$ cat src/rtl/core/huffman_tree_decoder_unit_assert.svh
// Assertion macros shared by the Huffman tree decoder modules.
`ifndef HUFFMAN_TREE_DECODER_UNIT_ASSERT_SVH
`define HUFFMAN_TREE_DECODER_UNIT_ASSERT_SVH

// A condition that must hold at every clock edge out of reset.
`define HTD_ASSERT_ALWAYS(lbl, cond, msg) \
  lbl: assert property (@(posedge clk) disable iff (!rst_n) (cond)) else $error(msg);

// A consequence that must hold in the same cycle as its trigger.
`define HTD_ASSERT_IMP(lbl, ante, cons, msg) \
  lbl: assert property (@(posedge clk) disable iff (!rst_n) (ante) |-> (cons)) else $error(msg);

// A consequence that must hold in the cycle after its trigger.
`define HTD_ASSERT_NEXT(lbl, ante, cons, msg) \
  lbl: assert property (@(posedge clk) disable iff (!rst_n) (ante) |=> (cons)) else $error(msg);

`endif

$ cat src/rtl/core/htd_pkg.sv
// Shared types and constants of the Huffman tree decoder.
package htd_pkg;

  localparam int SYM_W     = 8;
  localparam int CODE_W    = 32;
  localparam int LEN_W     = 6;
  localparam int DATA_W    = 8;
  localparam int PAD_W     = 3;
  localparam int ACT_W     = 2;
  localparam int KIND_W    = 2;
  localparam int BYTE_BITS = 8;

  typedef enum logic [ACT_W-1:0] {
    ACT_LOAD   = 2'd0,
    ACT_DECODE = 2'd1,
    ACT_CLEAR  = 2'd2
  } action_t;

  typedef enum logic [KIND_W-1:0] {
    KIND_SYMBOL     = 2'd0,
    KIND_BAD_PATH   = 2'd1,
    KIND_TABLE_FULL = 2'd2
  } kind_t;

  typedef enum logic [2:0] {
    ST_IDLE,
    ST_LD_BIT,
    ST_LD_RD,
    ST_DEC_FETCH,
    ST_DEC_BIT,
    ST_DEC_RD,
    ST_FLUSH
  } state_t;

  // Commands from the controller to the datapath.
  typedef struct packed {
    logic  latch;
    logic  clear;
    logic  ld_start;
    logic  ld_alloc;
    logic  ld_descend;
    logic  ld_store;
    logic  ld_wb;
    logic  load_entry;
    logic  dec_start;
    logic  dec_skip;
    logic  dec_miss;
    logic  dec_descend;
    logic  dec_leaf;
    logic  emit;
    kind_t emit_kind;
    logic  flush;
  } cmd_t;

  // Status from the datapath to the controller.
  typedef struct packed {
    logic len_bad;
    logic walk_root;
    logic slot_zero;
    logic table_full;
    logic bits_zero;
    logic skip_nz;
    logic next_zero;
    logic rd_leaf;
    logic pend_valid;
    logic can_push;
  } sts_t;

endpackage

$ cat src/rtl/core/htd_ctrl.sv
// Controller state machine of the Huffman tree decoder.
module htd_ctrl import htd_pkg::*; (
  input  logic             clk,
  input  logic             rst_n,
  input  logic             in_valid,
  input  logic [ACT_W-1:0] in_action,
  output logic             in_ready,
  input  sts_t             sts,
  output cmd_t             cmd
);

  `include "huffman_tree_decoder_unit_assert.svh"

  state_t state_r;
  state_t state_nxt;
  logic   can_emit;

  assign can_emit = !sts.pend_valid || sts.can_push;
  assign in_ready = (state_r == ST_IDLE);

  always_ff @(posedge clk) begin
    if (!rst_n) begin
      state_r <= ST_IDLE;
    end else begin
      state_r <= state_nxt;
    end
  end

  always_comb begin
    state_nxt     = state_r;
    cmd           = '0;
    cmd.emit_kind = KIND_SYMBOL;
    unique case (state_r)
      ST_IDLE: begin
        if (in_valid) begin
          cmd.latch = 1'b1;
          unique case (in_action)
            ACT_LOAD: begin
              if (!sts.len_bad) begin
                cmd.ld_start = 1'b1;
                state_nxt    = ST_LD_BIT;
              end
            end
            ACT_DECODE: begin
              cmd.dec_start = 1'b1;
              state_nxt     = sts.walk_root ? ST_DEC_BIT : ST_DEC_FETCH;
            end
            ACT_CLEAR: begin
              cmd.clear = 1'b1;
            end
            default: begin
            end
          endcase
        end
      end
      ST_LD_BIT: begin
        if (sts.bits_zero) begin
          cmd.ld_store = 1'b1;
          state_nxt    = ST_IDLE;
        end else if (!sts.slot_zero) begin
          cmd.ld_descend = 1'b1;
          state_nxt      = ST_LD_RD;
        end else if (sts.table_full) begin
          if (can_emit) begin
            cmd.ld_wb     = 1'b1;
            cmd.emit      = 1'b1;
            cmd.emit_kind = KIND_TABLE_FULL;
            state_nxt     = ST_FLUSH;
          end
        end else begin
          cmd.ld_alloc = 1'b1;
        end
      end
      ST_LD_RD: begin
        cmd.load_entry = 1'b1;
        state_nxt      = ST_LD_BIT;
      end
      ST_DEC_FETCH: begin
        cmd.load_entry = 1'b1;
        state_nxt      = ST_DEC_BIT;
      end
      ST_DEC_BIT: begin
        if (sts.bits_zero) begin
          state_nxt = ST_FLUSH;
        end else if (sts.skip_nz) begin
          cmd.dec_skip = 1'b1;
        end else if (sts.next_zero) begin
          if (can_emit) begin
            cmd.dec_miss  = 1'b1;
            cmd.emit      = 1'b1;
            cmd.emit_kind = KIND_BAD_PATH;
          end
        end else begin
          cmd.dec_descend = 1'b1;
          state_nxt       = ST_DEC_RD;
        end
      end
      ST_DEC_RD: begin
        if (sts.rd_leaf) begin
          if (can_emit) begin
            cmd.dec_leaf  = 1'b1;
            cmd.emit      = 1'b1;
            cmd.emit_kind = KIND_SYMBOL;
            state_nxt     = ST_DEC_BIT;
          end
        end else begin
          cmd.load_entry = 1'b1;
          state_nxt      = ST_DEC_BIT;
        end
      end
      ST_FLUSH: begin
        if (!sts.pend_valid) begin
          state_nxt = ST_IDLE;
        end else if (sts.can_push) begin
          cmd.flush = 1'b1;
          state_nxt = ST_IDLE;
        end
      end
      default: begin
        state_nxt = ST_IDLE;
      end
    endcase
  end

  `HTD_ASSERT_IMP(a_emit_room, cmd.emit, !sts.pend_valid || sts.can_push, "emit without room")
  `HTD_ASSERT_IMP(a_idle_drained, state_r == ST_IDLE, !sts.pend_valid, "result held in idle")
  `HTD_ASSERT_NEXT(a_bad_len_idle, in_ready && in_valid && in_action == ACT_LOAD && sts.len_bad, state_r == ST_IDLE, "bad length load left idle")

endmodule

$ cat config.mk
export PLATFORM = sky130hd
export DESIGN_NAME = htd_ctrl
export DESIGN_NICKNAME = d
export VERILOG_FILES = /design/src/rtl/core/htd_pkg.sv /design/src/rtl/core/htd_ctrl.sv
export VERILOG_INCLUDE_DIRS = /design/src /design/src/rtl/core
export SDC_FILE = /design/constraint.sdc
export NUM_CORES = 1
export LEC_CHECK = 0
export ABC_AREA = 1
export BUFFER_PORTS_ARGS = -buffer_cell sky130_fd_sc_hd__buf_2
export CAP_MARGIN = 0
export CORE_UTILIZATION = 35
export CTS_CLUSTER_SIZE = 12
export DETAILED_ROUTE_END_ITERATION = 6
export MAX_ROUTING_LAYER = met4
export PLACE_DENSITY_LB_ADDON = 0.08
export SLEW_MARGIN = 20
export SYNTH_ARGS = -nofsm -noshare
export SYNTH_HDL_FRONTEND = slang
export SYNTH_SLANG_ARGS = --single-unit
$ cat constraint.sdc
create_clock -name clk -period 1.1 [get_ports clk]
set_input_delay 0.165 -clock clk [delete_from_list [all_inputs] [get_ports clk]]
set_output_delay 0.165 -clock clk [all_outputs]
set_load 0.03 [all_outputs]
==> results_dict.tcl, run 1 <==
set metrics [dict create \
    dpl.hpwl_um 1452 \
    synth_cell_types 16 \
    yosys.area.top_type "nor2_1" \
    post_cts_resized 51 \
    synth_area_um2 473.0 \
    placed_cells 164 \
    place_congestion 0.8213 \
    synth.yosys.seq_area_share_pct 12.70 \
    synth_enable_flop_cells 0 \
    clockBufferDepth 2 \
    synth.most_common_cell "nor2_1" \
    outcome "did not finish" \
    rows 12 \
    ioPinCount 33 \
    firstError "[ERROR DPL-0033] detailed placement checks failed during check placement." \
    synth-seq-cells 3 \
    hold_buffers 0 \
    port_buffers 32 \
    htree_levels 1 \
    syn_nets 110 \
    fp.dieW_um 38.76 \
    clockRootBuffer "clkbuf_4" \
    synthTopCellsByCount "nor2_1, nand2_1, inv_1, nor3_1, nand3_1" \
    synth_warnings 0 \
    synthTopCellsByArea "nor2_1, nand2_1, inv_1" \
    postCtsSetupBuffers 3 \
    cts_buffers 3 \
    async_reset_ff_share_pct 0 \
    start_util_pct 39.87 \
    synthCells 95 \
    avgSynthCellArea_um2 4.978 \
    stop_stage "4_1_cts" \
    cts_sinks 3 \
    synth-main-ff-cell "dfxtp_1" \
    die_h_um 38.76 \
    yosysTopAreaCellShare_pct 19.05 \
]
-- logic make-up after synthesis --
| group | Yosys count | synth area share, % |
|---|---|---|
| AND/OR/NAND/NOR | 69 | 66.93 |
| buffers and inverters | 20 | 15.87 |
| flip-flops | 3 | 12.70 |
| AO/OA/AOI/OAI | 3 | 4.497 |
-- through the flow --
stage | worst slack [ns] | setup TNS (ns) | instance area, um2 | hold slack, ns | util, %
after floorplan | -0.3276 | -1.674 | 601.8 | 0.2783 | -
after global placement | -0.2045 | -1.859 | 952.2 | 0.4068 | 80.27
after detailed placement | -0.2278 | -2.279 | 952.2 | 0.4147 | 80.27
==> inputs of run 2 (changes only) <==
- CORE_AREA: default -> 2 2 63 65
- CORE_UTILIZATION: 35 -> default
- CTS_CLUSTER_SIZE: 12 -> default
- DIE_AREA: default -> 0 0 65 67
- MAX_ROUTING_LAYER: met4 -> default
- PLACE_DENSITY_LB_ADDON: 0.08 -> 0.15
- clock period: 1.1 -> 1.45 ns (I/O delays scaled with it)
==> results_dict.tcl, run 2 <==
set metrics [dict create \
    fp.dieW_um 65 \
    max-cap-violations 0 \
    async_reset_ff_share_pct 0 \
    grt_pass1_wl_um 2559 \
    antenna_found_initial 0 \
    setup_ws_ns -0.02060 \
    fin_crit_sh_pct 101.4 \
    worstSetupPathType "register to output port" \
    gr-total-overflow 0 \
    vias 712 \
    cp.required_ns 1.23 \
    final_core_util_pct 27.48 \
    first_pass_iters 4 \
    layout_common_cells "nor2_1, nand2_1, buf_2, buf_4, inv_1" \
    htree_levels 1 \
    synth-seq-cells 3 \
    clockRootBuffer "clkbuf_8" \
    gr-usage-all-layers_pct 7.506 \
    diodes 0 \
    critPathMaxFanout 5 \
    cts_buffers 3 \
    outcome "complete, but fails checks" \
    rsz0062_at_grt "yes" \
    cts_tree "yes" \
    drt_wl_total_um 1629 \
    n_fill_cell 412 \
    rr_worst_depth 11 \
    synth_area_um2 473.0 \
    synth_enable_flop_cells 0 \
    met3WireLength_um 109 \
    largest_reg_flops 3 \
    multi_input_area_um2 442.9 \
    top_register "state_r" \
    layout-drive-gt1-share_pct 55.00 \
    initialDrtViolationCount 11 \
    synth_warnings 0 \
    yosys.area.top_type "nor2_1" \
    clock_latency_ns 0.21 \
    clockBufferDepth 2 \
    nNetsFinal 156 \
    m1WireLength_um 686 \
    final_max_slew_viol_count 0 \
    reg_top3 "state_r: 3 flops" \
    wire_per_inst_um 8.665 \
    holdCritPathClass "input pin to register" \
    cts_sinks 3 \
    final-hold-violation-count 0 \
    p_int_mw 0.8711 \
    arrival_ns 1.25 \
    clockPowerShare_pct 13.6 \
    place_congestion 0.7185 \
    met2RoutedLength_um 833 \
    synthTopCellsByArea "nor2_1, nand2_1, inv_1" \
    p_leak_nw 0.5418 \
    port_buffers 32 \
    seq_power_share_pct 12.1 \
    p_comb_share_pct 74.3 \
    ff_latch_area_um2 68.82 \
    fin_skew_ns 0.0008601 \
    fmax_mhz 680.0 \
    core_mm2 0.003606 \
    synthTopCellsByCount "nor2_1, nand2_1, inv_1, nor3_1, nand3_1" \
    synthCells 95 \
    synth.most_common_cell "nor2_1" \
    grt_start_max_net_pins 6 \
    switchingPower_mw 0.8802 \
    rows 22 \
    drc 0 \
    grt_pass1_vias 686 \
    ant_nets 0 \
    viasPerCell 3.787 \
    dieArea_mm2 0.004355 \
    p_per_area_mw_per_mm2 1767 \
    min_delay_path_depth 3 \
    die_h_um 67 \
    start_util_pct 13.12 \
    worst_slew_pin_slew_ns 0.2137 \
    relSlewSlack_pct 85.70 \
    avgSynthCellArea_um2 4.978 \
    ioPinCount 33 \
    synth_cell_types 16 \
    syn_nets 110 \
    synth.yosys.seq_area_share_pct 12.70 \
    dpl.hpwl_um 1378 \
    endpoint_kind "output port" \
    clkTransAtPathRegs_ns 0.03 \
    failed_checks "setup timing" \
    setup_viol_count_final 4 \
    top_layer "met3" \
    syn_to_final_growth_pct 109.5 \
    critPathLaunchType "register" \
    swShare_pct 50.26 \
    synth-main-ff-cell "dfxtp_1" \
    yosysTopAreaCellShare_pct 19.05 \
    period_minus_slack_ns 1.471 \
    final_common_cell "nor2_1" \
    hold_ws_ns 0.2576 \
    vdd_drop_max_v 0.0003493 \
]
## run 2: area by class of cell
type	instances	share of cell area, %
Sequential cell	3	6.944
Multi-Input combinational cell	72	44.70
Timing Repair Buffer	41	29.42
Clock buffer	4	4.545
Tap cell	48	6.061
Inverter	20	8.333
## run 2: kinds of logic after synthesis
group / share of synthesized area [%]
AND/OR/NAND/NOR: 66.93
flip-flops: 12.70
buffers and inverters: 15.87
AO/OA/AOI/OAI: 4.497
## run 2: stage by stage
step | worst slack, ns | std cells | setup TNS, ns | power [mW] | cell area [um2]
after CTS | -0.07361 | 187 | -0.2355 | 1.648 | 935.9
after detailed placement | 0.005806 | 180 | 0 | 1.205 | 784.5
after global routing | -0.1070 | 188 | -0.6598 | 1.897 | 991.0
after global placement | 0.04521 | 180 | 0 | 1.203 | 784.5
final | -0.02060 | 188 | -0.04309 | 1.751 | 991.0
after floorplan | -0.07387 | 95 | -0.1428 | 0.8859 | 526.8
## run 2: worst max-delay path: stages (launching register included)
cell	delay (ns)
dfxtp_4	0.38
nand2_2	0.08
nor2_4	0.10
nand2_2	0.07
nor2_2	0.09
nand3_2	0.11
nand2_2	0.08
buf_6	0.12
## run 2: power by group through the flow
stage          combinational [mW]  sequential (mW)  clock (mW)
2_1_floorplan               0.716            0.170           0
3_3_place_gp                 1.03            0.170           0
3_5_place_dp                 1.03            0.173           0
4_1_cts                      1.21            0.194       0.245
5_1_grt                      1.42            0.224       0.257
6_report                     1.30            0.212       0.237
## run 2: path summary, 6_finish.rpt
| path | slack, ns | to | start |
|---|---|---|---|
| worst max-delay path | -0.02 | cmd[3] | state_r[2] |
| worst min-delay path | 0.26 | state_r[0] | rst_n |
| worst max register to register | 0.16 | state_r[0] | state_r[1] |
| worst min register to register | 0.62 | state_r[1] | state_r[1] |
## run 2: timing repair
action	4_1_cts	5_1_grt
gates resized for setup	30	19
setup endpoints to repair	15	15
buffers inserted	3	1
hold buffers	0	0
pin swaps	3	1
## run 2: per-layer routing
| metal | up-vias | GRT usage (%) |
|---|---|---|
| met3 | 0 | 1.689 |
| met1 | 311 | 8.141 |
| met4 | 0 | 2.394 |
| li1 | 379 | - |
| met2 | 22 | 14.30 |
| met5 | - | 0 |
No activity file was read; power rests on OpenSTA's default activity.
